<file path="src/sv/rrss_pkg.sv">
// Shared types and constants for the round-robin slice scheduler.
package rrss_pkg;

    // Command codes carried by the command field.
    localparam logic [1:0] CMD_CLEAR = 2'd0;
    localparam logic [1:0] CMD_LOAD  = 2'd1;
    localparam logic [1:0] CMD_SLICE = 2'd2;
    localparam logic [1:0] CMD_NOP   = 2'd3;

    // Controller states.
    typedef enum logic [3:0] {
        ST_IDLE,
        ST_CLEAR,
        ST_LD_SCAN,
        ST_LD_SHIFT,
        ST_LD_WRITE,
        ST_SL_ADMIT0,
        ST_SL_JUMP,
        ST_SL_ADMIT1,
        ST_SL_POP,
        ST_SL_RUN,
        ST_SL_ADMIT2,
        ST_SL_FINISH,
        ST_DONE
    } rrss_state_t;

    // Commands from controller to datapath.
    typedef struct packed {
        logic clear;       // reset scheduling state
        logic scan_init;   // start insertion search
        logic scan_step;   // compare one table entry
        logic shift_step;  // move one entry up
        logic write_new;   // store the loaded task
        logic admit_step;  // test/push one arrival
        logic admit_sel;   // 0: limit is time, 1: limit is time + run
        logic jump;        // time jumps to next arrival
        logic pop;         // pop front of ready queue, read task
        logic run;         // compute run length
        logic finish;      // update time and requeue
        logic out_slice;   // emit slice result
        logic out_done;    // emit all_done result
        logic out_full;    // emit table_full result
        logic out_zero;    // emit zero result
    } rrss_cmd_t;

    // Status from datapath to controller.
    typedef struct packed {
        logic sched_begun;  // next_arrival_index nonzero
        logic table_full;
        logic scan_done;    // insertion point found
        logic shift_done;
        logic admit_more;   // next arrival is within limit
        logic pending;      // unseen tasks remain
        logic queue_empty;
    } rrss_stat_t;

endpackage

</file>
<file path="src/sv/rrss_ctrl.sv">
// Controller state machine of the round-robin slice scheduler.
module rrss_ctrl
    import rrss_pkg::*;
(
    input  logic       clk,
    input  logic       rst_n,
    input  logic       start,
    input  logic [1:0] command,
    input  rrss_stat_t stat,
    output rrss_cmd_t  cmd,
    output logic       busy
);

    rrss_state_t state_reg, state_next;

    // State register.
    always_ff @(posedge clk or negedge rst_n)
    begin
        if (!rst_n)
            state_reg <= ST_IDLE;
        else
            state_reg <= state_next;
    end

    // Next state and commands.
    always_comb
    begin
        state_next = state_reg;
        cmd = '0;
        busy = (state_reg != ST_IDLE);
        case (state_reg)
            ST_IDLE:
            begin
                if (start)
                begin
                    case (command)
                        CMD_CLEAR: state_next = ST_CLEAR;
                        CMD_LOAD:
                        begin
                            if (stat.sched_begun)
                            begin
                                cmd.out_zero = 1'b1;
                            end
                            else if (stat.table_full)
                            begin
                                cmd.out_full = 1'b1;
                            end
                            else
                            begin
                                cmd.scan_init = 1'b1;
                                state_next = ST_LD_SCAN;
                            end
                        end
                        CMD_SLICE: state_next = ST_SL_ADMIT0;
                        default: cmd.out_zero = 1'b1;
                    endcase
                end
            end
            ST_CLEAR:
            begin
                cmd.clear = 1'b1;
                cmd.out_zero = 1'b1;
                state_next = ST_IDLE;
            end
            ST_LD_SCAN:
            begin
                if (stat.scan_done)
                    state_next = ST_LD_SHIFT;
                else
                    cmd.scan_step = 1'b1;
            end
            ST_LD_SHIFT:
            begin
                if (stat.shift_done)
                    state_next = ST_LD_WRITE;
                else
                    cmd.shift_step = 1'b1;
            end
            ST_LD_WRITE:
            begin
                cmd.write_new = 1'b1;
                cmd.out_zero = 1'b1;
                state_next = ST_IDLE;
            end
            ST_SL_ADMIT0:
            begin
                if (stat.admit_more)
                    cmd.admit_step = 1'b1;
                else if (!stat.queue_empty)
                    state_next = ST_SL_POP;
                else if (stat.pending)
                    state_next = ST_SL_JUMP;
                else
                    state_next = ST_DONE;
            end
            ST_DONE:
            begin
                cmd.out_done = 1'b1;
                state_next = ST_IDLE;
            end
            ST_SL_JUMP:
            begin
                cmd.jump = 1'b1;
                state_next = ST_SL_ADMIT1;
            end
            ST_SL_ADMIT1:
            begin
                if (stat.admit_more)
                    cmd.admit_step = 1'b1;
                else
                    state_next = ST_SL_POP;
            end
            ST_SL_POP:
            begin
                cmd.pop = 1'b1;
                state_next = ST_SL_RUN;
            end
            ST_SL_RUN:
            begin
                cmd.run = 1'b1;
                state_next = ST_SL_ADMIT2;
            end
            ST_SL_ADMIT2:
            begin
                cmd.admit_sel = 1'b1;
                if (stat.admit_more)
                    cmd.admit_step = 1'b1;
                else
                    state_next = ST_SL_FINISH;
            end
            ST_SL_FINISH:
            begin
                cmd.finish = 1'b1;
                cmd.out_slice = 1'b1;
                state_next = ST_IDLE;
            end
            default: state_next = ST_IDLE;
        endcase
    end

endmodule

</file>
<file path="src/sv/rrss_dp.sv">
// Datapath of the round-robin slice scheduler: task table, ready queue, time.
module rrss_dp
    import rrss_pkg::*;
#(
    parameter int MAX_TASKS = 16
)
(
    input  logic        clk,
    input  logic        rst_n,
    input  rrss_cmd_t   cmd,
    output rrss_stat_t  stat,
    input  logic        cfg_we,
    input  logic [15:0] cfg_data,
    input  logic [15:0] task_id,
    input  logic [15:0] arrival_time,
    input  logic [15:0] burst_length,
    output logic [15:0] slice_task_id,
    output logic [31:0] slice_start,
    output logic [15:0] slice_length,
    output logic        task_finished,
    output logic        all_done,
    output logic        table_full,
    output logic        done
);

    localparam int IW = (MAX_TASKS > 1) ? $clog2(MAX_TASKS) : 1;
    localparam int CW = $clog2(MAX_TASKS + 1);
    localparam int TW = CW + 1;
    localparam logic [CW-1:0] MAXC = CW'(MAX_TASKS);
    localparam logic [TW-1:0] MAXW = TW'(MAX_TASKS);
    localparam logic [IW-1:0] LAST_IDX = IW'(MAX_TASKS - 1);

    // Task table and ready queue.
    logic [15:0] ids_mem [MAX_TASKS];
    logic [15:0] arr_mem [MAX_TASKS];
    logic [15:0] rem_mem [MAX_TASKS];
    logic [IW-1:0] rq_mem [MAX_TASKS];

    logic [15:0] quantum_reg;
    logic [IW-1:0] head_reg;
    logic [CW-1:0] count_reg, loaded_reg, nai_reg, pos_reg;
    logic [CW-1:0] total_reg;
    logic [31:0] time_reg;
    logic [15:0] id_lat_reg, arr_lat_reg, burst_lat_reg;
    logic [IW-1:0] cur_reg;
    logic [15:0] cur_id_reg, cur_rem_reg, run_reg;
    logic [31:0] end_reg;

    logic [IW-1:0] pos_i, nai_i, tail_i, last_sh;
    logic [TW-1:0] tail_sum;
    logic [15:0] qeff, scan_arr, scan_id, nai_arr;
    logic        lim_ok;

    assign pos_i  = pos_reg[IW-1:0];
    assign nai_i  = nai_reg[IW-1:0];
    assign last_sh = IW'(loaded_reg - CW'(1));
    // The queue tail wraps at the table depth.
    assign tail_sum = {1'b0, CW'(head_reg)} + {1'b0, count_reg};
    assign tail_i = (tail_sum >= MAXW) ? IW'(tail_sum - MAXW) : IW'(tail_sum);
    assign scan_arr = arr_mem[pos_i];
    assign scan_id  = ids_mem[pos_i];
    assign nai_arr  = arr_mem[nai_i];
    assign qeff = (quantum_reg == 16'd0) ? 16'd1 : quantum_reg;

    // The admit limit is time, or time plus run without wrap.
    always_comb
    begin
        if (cmd.admit_sel)
            lim_ok = ({17'd0, nai_arr} <= ({1'b0, time_reg} + {17'd0, run_reg}));
        else
            lim_ok = ({16'd0, nai_arr} <= time_reg);
    end

    assign stat.sched_begun = (nai_reg != '0);
    assign stat.table_full  = (loaded_reg >= MAXC);
    assign stat.scan_done   = (pos_reg == loaded_reg) ||
                              (arr_lat_reg < scan_arr) ||
                              (arr_lat_reg == scan_arr && id_lat_reg < scan_id);
    assign stat.shift_done  = (loaded_reg == pos_reg);
    assign stat.pending     = (nai_reg < loaded_reg);
    assign stat.admit_more  = stat.pending && lim_ok;
    assign stat.queue_empty = (count_reg == '0);

    // Configuration register.
    always_ff @(posedge clk or negedge rst_n)
    begin
        if (!rst_n)
            quantum_reg <= 16'd4;
        else if (cfg_we)
            quantum_reg <= cfg_data;
    end

    // Control counters and time.
    always_ff @(posedge clk or negedge rst_n)
    begin
        if (!rst_n)
        begin
            head_reg <= '0;
            count_reg <= '0;
            loaded_reg <= '0;
            nai_reg <= '0;
            pos_reg <= '0;
            time_reg <= '0;
        end
        else if (cmd.clear)
        begin
            head_reg <= '0;
            count_reg <= '0;
            loaded_reg <= '0;
            nai_reg <= '0;
            time_reg <= '0;
        end
        else
        begin
            if (cmd.scan_init)
                pos_reg <= '0;
            if (cmd.scan_step)
                pos_reg <= pos_reg + CW'(1);
            if (cmd.shift_step)
                loaded_reg <= loaded_reg - CW'(1);
            if (cmd.write_new)
                loaded_reg <= total_reg + CW'(1);
            if (cmd.admit_step)
            begin
                nai_reg <= nai_reg + CW'(1);
                if (count_reg < MAXC)
                    count_reg <= count_reg + CW'(1);
            end
            if (cmd.jump)
                time_reg <= {16'd0, nai_arr};
            if (cmd.pop)
            begin
                head_reg <= (head_reg == LAST_IDX) ? '0 : head_reg + IW'(1);
                count_reg <= count_reg - CW'(1);
            end
            if (cmd.finish)
            begin
                time_reg <= end_reg;
                if (cur_rem_reg != run_reg && count_reg < MAXC)
                    count_reg <= count_reg + CW'(1);
            end
        end
    end

    // Shifting walks loaded_reg down to the insertion point as a counter.
    // The table size before the load is kept here; on write the size becomes it plus one.
    always_ff @(posedge clk)
    begin
        if (cmd.scan_init)
            total_reg <= loaded_reg;
    end

    // Table, queue and slice registers.
    always_ff @(posedge clk)
    begin
        if (cmd.scan_init)
        begin
            id_lat_reg <= task_id;
            arr_lat_reg <= arrival_time;
            burst_lat_reg <= burst_length;
        end
        if (cmd.shift_step)
        begin
            ids_mem[IW'(loaded_reg)] <= ids_mem[last_sh];
            arr_mem[IW'(loaded_reg)] <= arr_mem[last_sh];
            rem_mem[IW'(loaded_reg)] <= rem_mem[last_sh];
        end
        if (cmd.write_new)
        begin
            ids_mem[pos_i] <= id_lat_reg;
            arr_mem[pos_i] <= arr_lat_reg;
            rem_mem[pos_i] <= burst_lat_reg;
        end
        if (cmd.admit_step && count_reg < MAXC)
            rq_mem[tail_i] <= nai_i;
        if (cmd.pop)
        begin
            cur_reg <= rq_mem[head_reg];
            cur_id_reg <= ids_mem[rq_mem[head_reg]];
            cur_rem_reg <= rem_mem[rq_mem[head_reg]];
        end
        if (cmd.run)
        begin
            run_reg <= (cur_rem_reg < qeff) ? cur_rem_reg : qeff;
        end
        if (cmd.admit_sel && !cmd.admit_step)
            end_reg <= time_reg + {16'd0, run_reg};
        if (cmd.finish)
        begin
            rem_mem[cur_reg] <= cur_rem_reg - run_reg;
            if (cur_rem_reg != run_reg && count_reg < MAXC)
                rq_mem[tail_i] <= cur_reg;
        end
    end

    // Result registers.
    always_ff @(posedge clk or negedge rst_n)
    begin
        if (!rst_n)
        begin
            done <= 1'b0;
            slice_task_id <= '0;
            slice_start <= '0;
            slice_length <= '0;
            task_finished <= 1'b0;
            all_done <= 1'b0;
            table_full <= 1'b0;
        end
        else
        begin
            done <= cmd.out_slice | cmd.out_done | cmd.out_full | cmd.out_zero;
            slice_task_id <= cmd.out_slice ? cur_id_reg : 16'd0;
            slice_start <= cmd.out_slice ? time_reg : 32'd0;
            slice_length <= cmd.out_slice ? run_reg : 16'd0;
            task_finished <= cmd.out_slice && (cur_rem_reg == run_reg);
            all_done <= cmd.out_done;
            table_full <= cmd.out_full;
        end
    end

endmodule

</file>
<file path="src/sv/round_robin_slice_scheduler.sv">
// Top level of the round-robin slice scheduler.
// Raise start with a command while busy is low; exactly one result follows, shown for
// one cycle with done high, and it must be captured then since it cannot be held.
// A no-operation command or a refused load gives its result in the next cycle
// without raising busy. A clear holds busy in its clear state; its result shows in
// the cycle after. A load holds busy while it searches the task table and shifts
// later entries up, one entry per cycle, then writes the new task. A slice holds
// busy while it admits arrivals to the ready queue, jumps time to the next arrival
// if the queue is empty, pops and runs a task, admits arrivals up to its end and
// requeues it if unfinished; with no task left it gives the all-done result. A result
// of a command that raised busy shows in the first cycle with busy low. quantum_length
// must be written through cfg_we/cfg_data only while busy is low; the block does not enforce this.
module round_robin_slice_scheduler
    import rrss_pkg::*;
#(
    parameter int MAX_TASKS = 16
)
(
    input  logic        clk,
    input  logic        rst_n,
    input  logic        start,
    output logic        busy,
    input  logic        cfg_we,
    input  logic [15:0] cfg_data,
    input  logic [1:0]  command,
    input  logic [15:0] task_id,
    input  logic [15:0] arrival_time,
    input  logic [15:0] burst_length,
    output logic        done,
    output logic [15:0] slice_task_id,
    output logic [31:0] slice_start,
    output logic [15:0] slice_length,
    output logic        task_finished,
    output logic        all_done,
    output logic        table_full
);

    rrss_cmd_t  cmd;
    rrss_stat_t stat;
    logic       ctrl_busy;

    rrss_ctrl u_ctrl (
        .clk(clk), .rst_n(rst_n), .start(start), .command(command),
        .stat(stat), .cmd(cmd), .busy(ctrl_busy)
    );

    rrss_dp #(.MAX_TASKS(MAX_TASKS)) u_dp (
        .clk(clk), .rst_n(rst_n), .cmd(cmd), .stat(stat),
        .cfg_we(cfg_we), .cfg_data(cfg_data),
        .task_id(task_id), .arrival_time(arrival_time), .burst_length(burst_length),
        .slice_task_id(slice_task_id), .slice_start(slice_start),
        .slice_length(slice_length), .task_finished(task_finished),
        .all_done(all_done), .table_full(table_full), .done(done)
    );

    // The controller is busy in every state but idle.
    assign busy = ctrl_busy;

endmodule

</file>
<file path="config.mk">
export PLATFORM = sky130hd
export DESIGN_NAME = round_robin_slice_scheduler
export DESIGN_NICKNAME = d
export VERILOG_FILES = /design/src/sv/rrss_pkg.sv /design/src/sv/rrss_ctrl.sv /design/src/sv/rrss_dp.sv /design/src/sv/round_robin_slice_scheduler.sv
export SDC_FILE = /design/constraint.sdc
export NUM_CORES = 2
export LEC_CHECK = 0
export BUFFER_PORTS_ARGS = -buffer_cell sky130_fd_sc_hd__buf_2
export CAP_MARGIN = 20
export CORE_MARGIN = 1
export CORE_UTILIZATION = 35
export CTS_CLUSTER_DIAMETER = 50
export CTS_CLUSTER_SIZE = 30
export DETAILED_ROUTE_END_ITERATION = 16
export PLACE_DENSITY = 0.48
export SETUP_SLACK_MARGIN = 0.1
export SYNTH_ARGS = -nofsm -noshare
export SYNTH_HDL_FRONTEND = slang
export SYNTH_SLANG_ARGS = --single-unit
export TNS_END_PERCENT = 20
</file>
<file path="constraint.sdc">
create_clock -name clk -period 16.2 [get_ports clk]
set_input_delay 0.81 -clock clk [delete_from_list [all_inputs] [get_ports clk]]
set_output_delay 0.81 -clock clk [all_outputs]
set_load 0.05 [all_outputs]
</file>
Yosys cells after proc, flatten, opt, wreduce, memory -nomap -nowiden --
Memories as Yosys holds them, arrays and structs flattened. A register that Yosys moved wholly into a read port is not among the register bits. Cells that the tools add are included.
Storage, ports and cells: logic and storage cells 199, RAM bits 832, memories 4, input bits 70, output and inout port bits 69, bits in registers 249
Memories:
- u_dp.arr_mem | words 16, width 16, rd ports 3, clocked after memory_dff 0, wr ports 1, RTL line rrss_dp.sv:35 | logic [15:0] arr_mem [MAX_TASKS];
- u_dp.ids_mem | words 16, width 16, rd ports 3, clocked after memory_dff 1, wr ports 1, RTL line rrss_dp.sv:34 | logic [15:0] ids_mem [MAX_TASKS];
- u_dp.rem_mem | words 16, width 16, rd ports 2, clocked after memory_dff 1, wr ports 1, RTL line rrss_dp.sv:36 | logic [15:0] rem_mem [MAX_TASKS];
- u_dp.rq_mem | words 16, width 4, rd ports 1, clocked after memory_dff 0, wr ports 1, RTL line rrss_dp.sv:37 | logic [IW-1:0] rq_mem [MAX_TASKS];
Operators by class: eq/ne operators 29, mux-type cells 89, reduce and logical (&&, ||, !) cells 29, bitwise operators 5, $add $sub $neg 12, order comparisons 9
Operator list (number):
- $mux W16 | 8
- $mux W32 | 4
- $mux W4 | 19
- $mux W5 | 13
- $reduce_or A16 Y1 | 4
- $lt A16 B16 Y1 | 3
- $mux W1 | 39
- $pmux W4 S9 | 1
- $add A32 B16 Y33 | 1
- $le A16 B33 Y1 | 1
- $add A32 B16 Y32 | 1
- $eq A16 B16 Y1 | 2
- $le A16 B32 Y1 | 1
- $eq A4 B4 Y1 const B | 6
- $add A5 B1 Y5 const B | 4
- $eq A4 B3 Y1 const B | 4
- $logic_not A16 Y1 | 1
- $ne A16 B16 Y1 | 1
- $sub A16 B16 Y16 | 1
- $ne A2 B2 Y1 const B | 6
- $pmux W4 S3 | 1
- $eq A5 B5 Y1 | 2
- $sub A5 B1 Y5 const B | 2
- $reduce_and A9 Y1 | 1
- 30 further kinds | 47

Depth between registers and ports, before layout --
depth after elaboration 11, gate-level depth with buffers 21, mapped depth without buffers 20

Modules after synthesis --
Synthesis repeated with hierarchy kept, for this count alone.
Second synthesis, totals: cell total of the unflattened synthesis 5646, area total of the unflattened synthesis 66316.1 sq um
Modules (own cells, without submodules):
- rrss_dp | area an instance 65766.8 sq um, cells an instance 5580, sequential area each 32602.5 sq um, times used 1
- rrss_ctrl | area an instance 549.3 sq um, cells an instance 66, sequential area each 100.1 sq um, times used 1

Worst setup path before layout --
OpenSTA, ideal clock, no wires.
path kind register -> register, from reg u_dp.nai_reg[0], to reg u_dp.end_reg[0], enable pin, path buffers 3, setup time 425 ps, data required time 15775 ps, stages on the path, launching flop included 16, arrival time 5780 ps, period minus slack after synthesis 6205 ps, slack 9995 ps, cells stage by stage dfrtp_1 buf_1 buf_1 mux4_2 mux4_2 ha_1 nand4_1 nor3_1 o31ai_1 nand4_1 nand3_1 a2111oi_0 nand4b_1 o21ai_4 buf_4 nor2b_1
Between the ends: longest elaborated chain between the ends 8, elaborated cells between the ends (all ways) 10, those cells by class order compare: 3; mux: 3; reduce/logical: 3; memory: 1
Ends and longest elaborated chain:
- start: declaration | RTL line rrss_dp.sv:41 | logic [CW-1:0] count_reg, loaded_reg, nai_reg, pos_reg;
- start signal: assignment | RTL line rrss_dp.sv:125 | nai_reg <= nai_reg + CW'(1);
- $mem_v2 Z16 W16
- $le A16 B33 Y1 or $le A16 B32 Y1 (tied branches) | RTL line rrss_dp.sv:69, rrss_dp.sv:71
- $mux W1 | RTL line rrss_dp.sv:68 | if (cmd.admit_sel)
- $logic_and A1 B1 Y1 * | RTL line rrss_dp.sv:81 | assign stat.admit_more = stat.pending && lim_ok;
- $mux W1 * | RTL line rrss_ctrl.sv:87, rrss_ctrl.sv:108, rrss_ctrl.sv:126
- $mux W1 *
- $logic_not A1 Y1 * | RTL line rrss_dp.sv:186 | if (cmd.admit_sel && !cmd.admit_step)
- $logic_and A1 B1 Y1 * | RTL line rrss_dp.sv:186
- end signal: assignment | RTL line rrss_dp.sv:187 | end_reg <= time_reg + {16'd0, run_reg};
- end: declaration | RTL line rrss_dp.sv:47 | logic [31:0] end_reg;
Mark *: on every way between the ends. The rest lies on a longest branch, timed or not. A chain may end at the register's enable or synchronous reset.

Worst setup path in the final report --
from reg u_dp.run_reg[0], to reg u_dp.end_reg[20], enable pin
Between the ends: longest elaborated chain between the ends 8
Ends and longest elaborated chain:
- start: declaration | RTL line rrss_dp.sv:46 | logic [15:0] cur_id_reg, cur_rem_reg, run_reg;
- start signal: assignment | RTL line rrss_dp.sv:184 | run_reg <= (cur_rem_reg < qeff) ? cur_rem_reg : qeff;
- $add A32 B16 Y33 | RTL line rrss_dp.sv:69 | lim_ok = ({17'd0, nai_arr} <= ({1'b0, time_reg} + {17'd0, run_reg}));
- $le A16 B33 Y1 | RTL line rrss_dp.sv:69
- $mux W1 | RTL line rrss_dp.sv:68
- $logic_and A1 B1 Y1 | RTL line rrss_dp.sv:81
- $mux W1 | RTL line rrss_ctrl.sv:87, rrss_ctrl.sv:108, rrss_ctrl.sv:126
- $mux W1
- $logic_not A1 Y1 | RTL line rrss_dp.sv:186
- $logic_and A1 B1 Y1 | RTL line rrss_dp.sv:186
No other way between the ends.

==> flow_summary.json <==
{
  "clock_tree.root_cell": "clkbuf_16",
  "fin_crit_sh": 0.396,
  "clock-sinks": 1113,
  "ys_dominant_reg_cell": "edfxtp_1",
  "powerDensity_mw_per_mm2": 221,
  "gr-usage-all-layers": 0.219,
  "switching_share": 0.376,
  "dp_hpwl_mm": 108,
  "synthArstFlopShare": 0.129,
  "top_regs": "u_dp.arr_mem: 256 flops, u_dp.ids_mem: 256 flops, u_dp.rem_mem: 256 flops",
  "synthTopCellsByCount": "edfxtp_1 (969), mux4_2 (520), nand2_1 (327)",
  "drtIter0Drc": 3349,
  "skew_ns": 0.0362,
  "rows": 147,
  "slew_headroom": 0.251,
  "final_area_mm2": 0.0659,
  "setup_viol": 0,
  "wl_mm": 180,
  "coreArea_mm2": 0.161,
  "cts_tree": "built",
  "cts_resized": 0,
  "switchingPower_mw": 5.46,
  "path_clk_slew_ns": 0.07,
  "yosysUniqueCellTypes": 74,
  "overflow": 0,
  "syn_to_final_growth_pct": 15.3,
  "post-synth-top-count-cell": "edfxtp_1",
  "drive_gt1_frac": 0.278,
  "final_hold_viol_count": 0,
  "clock_latency_ns": 0.79,
  "io-pin-count": 139,
  "via_per_inst": 5.87,
  "die-area_mm2": 0.165,
  "synth_edf_count": 969,
  "pwr-share-comb": 0.427,
  "synth_top_area_share": 0.509,
  "yosysSeqAreaShare": 0.572,
  "grt_start_max_net_pins": 126,
  "rsz0062_at_grt": "no",
  "vias": 35800,
  "antenna_found_initial": 1,
  "ctsHoldBuffers": 0,
  "crit_arrival_ns": 6.81,
  "seq_area_mm2": 0.0327,
  "dr.pass1.iters": 5,
  "die_height_um": 406,
  "wl_per_cell_um": 29.6,
  "worstPathMaxFanout": 32,
  "port_buffers": 138,
  "die_w_um": 406,
  "avgSynthCellArea_um2": 15.5,
  "p_int_mw": 9.07,
  "antenna_cells": 0,
  "period_needed_ns": 6.41,
  "synth_area_leaders": "edfxtp_1 (51%), mux4_2 (20%), dfrtp_1 (6.3%)",
  "dpl-instance-area_mm2": 0.0606,
  "ys_warn_count": 0,
  "place_congestion": 0.824,
  "syn-cell-area_mm2": 0.0571,
  "antenna_left": 0,
  "cts_buffers": 149,
  "syn-num-nets": 3892,
  "worstMarginPinSlew_ns": 1.12,
  "post-cts-setup-buffers": 0,
  "drv_slew": 0,
  "synthCells": 3693,
  "start_kind": "flop",
  "multiInputGateArea_mm2": 0.0233,
  "clk_path_buf_depth": 3,
  "crit_type": "flop to flop",
  "cts.htree.levels": 4,
  "tns_ns": 0,
  "whs_ns": 0.119,
  "fill_cells": 14600,
  "power_leakage_nw": 23.1,
  "p_clk_frac": 0.237,
  "cp.required_ns": 16.60,
  "crit_path_end_kind": "flop",
  "grt_pass1_wl_mm": 260,
  "yosys.area.top_type": "edfxtp_1",
  "fin_util": 0.408,
  "grt_pass1_vias": 36500,
  "post-route-drc-count": 0,
  "ir_drop_uv": 164,
  "ys_ff_latch": 1113,
  "outcome": "completed",
  "p_seq_frac": 0.335,
  "maxCapViolCount": 0,
  "fmax_ghz": 0.156,
  "nets": 4005,
  "min_path_type": "primary input to async pin",
  "initial_core_util": 0.354
}
area by class of cell:
class / count / area share
sequential: 1113 / 0.497
multi-input combinational: 2196 / 0.354
clock buffer: 170 / 0.0607
timing repair buffer: 222 / 0.0208
clock inverter: 109 / 0.0190
inverter: 124 / 0.00720
tap: 2160 / 0.0410
cells by family (layout without fill, tap and decap cells):
logic type | count (synthesis) | after routing | share of synthesized area
adders and majority gates | 129 | 129 | 0.0286
muxes | 722 | 722 | 0.241
xor gates and xnor gates | 60 | 60 | 0.00920
buffers and inverters | 384 | 625 | 0.0253
and+or+nand+nor | 777 | 777 | 0.0632
DFF | 1113 | 1113 | 0.572
AOI/OAI and AO/OA | 508 | 508 | 0.0603
placed cells by master, fill, tap and decap left out, types with 18 or more instances in the layout:
cell and n:
a211oi_1 111, a21o_1 26, a21oi_1 94, a22o_1 18, a311oi_1 33, a31oi_1 47
and2_1 42, and3_1 77, buf_2 138, buf_4 80, clkbuf_16 156, dfrtp_1 136
edfxtp_1 969, ha_1 125, inv_1 120, mux2i_1 179, mux4_2 520, nand2_1 324
nand2b_1 19, nand3_1 55, nand4_1 24, nor2_1 103, nor2_4 31, nor3_1 37
o21ai_0 87, xnor2_1 36, xor2_1 22
critical path, cell delays in order (launching register included):
cell and delay (ns):
edfxtp_1 0.51, ha_1 0.30, fa_1 0.44, a211oi_1 0.43
nor3_1 0.18, nor3_1 0.54, a2bb2oi_1 0.33, xnor2_1 0.23
ha_1 0.33, nand2_1 0.07, nor3_1 0.35, o31ai_1 0.14
nand4_1 0.11, nand3_1 0.08, a2111oi_0 0.56, nand4b_1 0.26
o21ai_4 0.49, nor2b_2 0.23, buf_4 0.42
stage by stage:
step / setup slack, ns / power (mW) / cells
6_report: 9.79 / 14.5 / 6094
5_1_grt: 9.49 / 15.3 / 6094
4_1_cts: 9.79 / 14.7 / 6092
3_5_place_dp: 9.86 / 11.2 / 5813
3_3_place_gp: 10.02 / 11.2 / 5810
2_1_floorplan: 10.0 / 9.09 / 3693
power groups by stage:
stage          combinational [mW]  clock, mW  sequential, mW
6_report                     6.21       3.45            4.87
3_3_place_gp                 6.24          0            4.93
2_1_floorplan                4.34          0            4.75
3_5_place_dp                 6.25          0            4.93
4_1_cts                      6.27       3.52            4.87
5_1_grt                      6.73       3.62            4.91
metal layers:
metal | global-route usage | vias to the layer above | share of wire
met2 | 0.358 | 1335 | 0.48
met5 | 0 | - | 0
met4 | 0.0641 | 0 | 0.025
met3 | 0.0384 | 264 | 0.060
li1 | - | 15200 | -
met1 | 0.299 | 19000 | 0.43
worst paths after layout:
path / startpoint / end / depth (start not counted) / slack (ns)
max in group asynchronous: rst_n / u_dp.slice_start[7] / 2 / 14.59
worst max register to register: u_dp.run_reg[0] / u_dp.end_reg[20] / 18 / 9.79
worst min-delay path: rst_n / u_dp.quantum_reg[7] / 1 / 0.12
worst max-delay path: u_dp.run_reg[0] / u_dp.end_reg[20] / 18 / 9.79
min in group clk: burst_length[1] / u_dp.burst_lat_reg[1] / 1 / 0.19
worst min register to register: u_dp.cur_id_reg[11] / u_dp.slice_task_id[11] / 1 / 0.44
No activity file was read; power rests on OpenSTA's default activity.
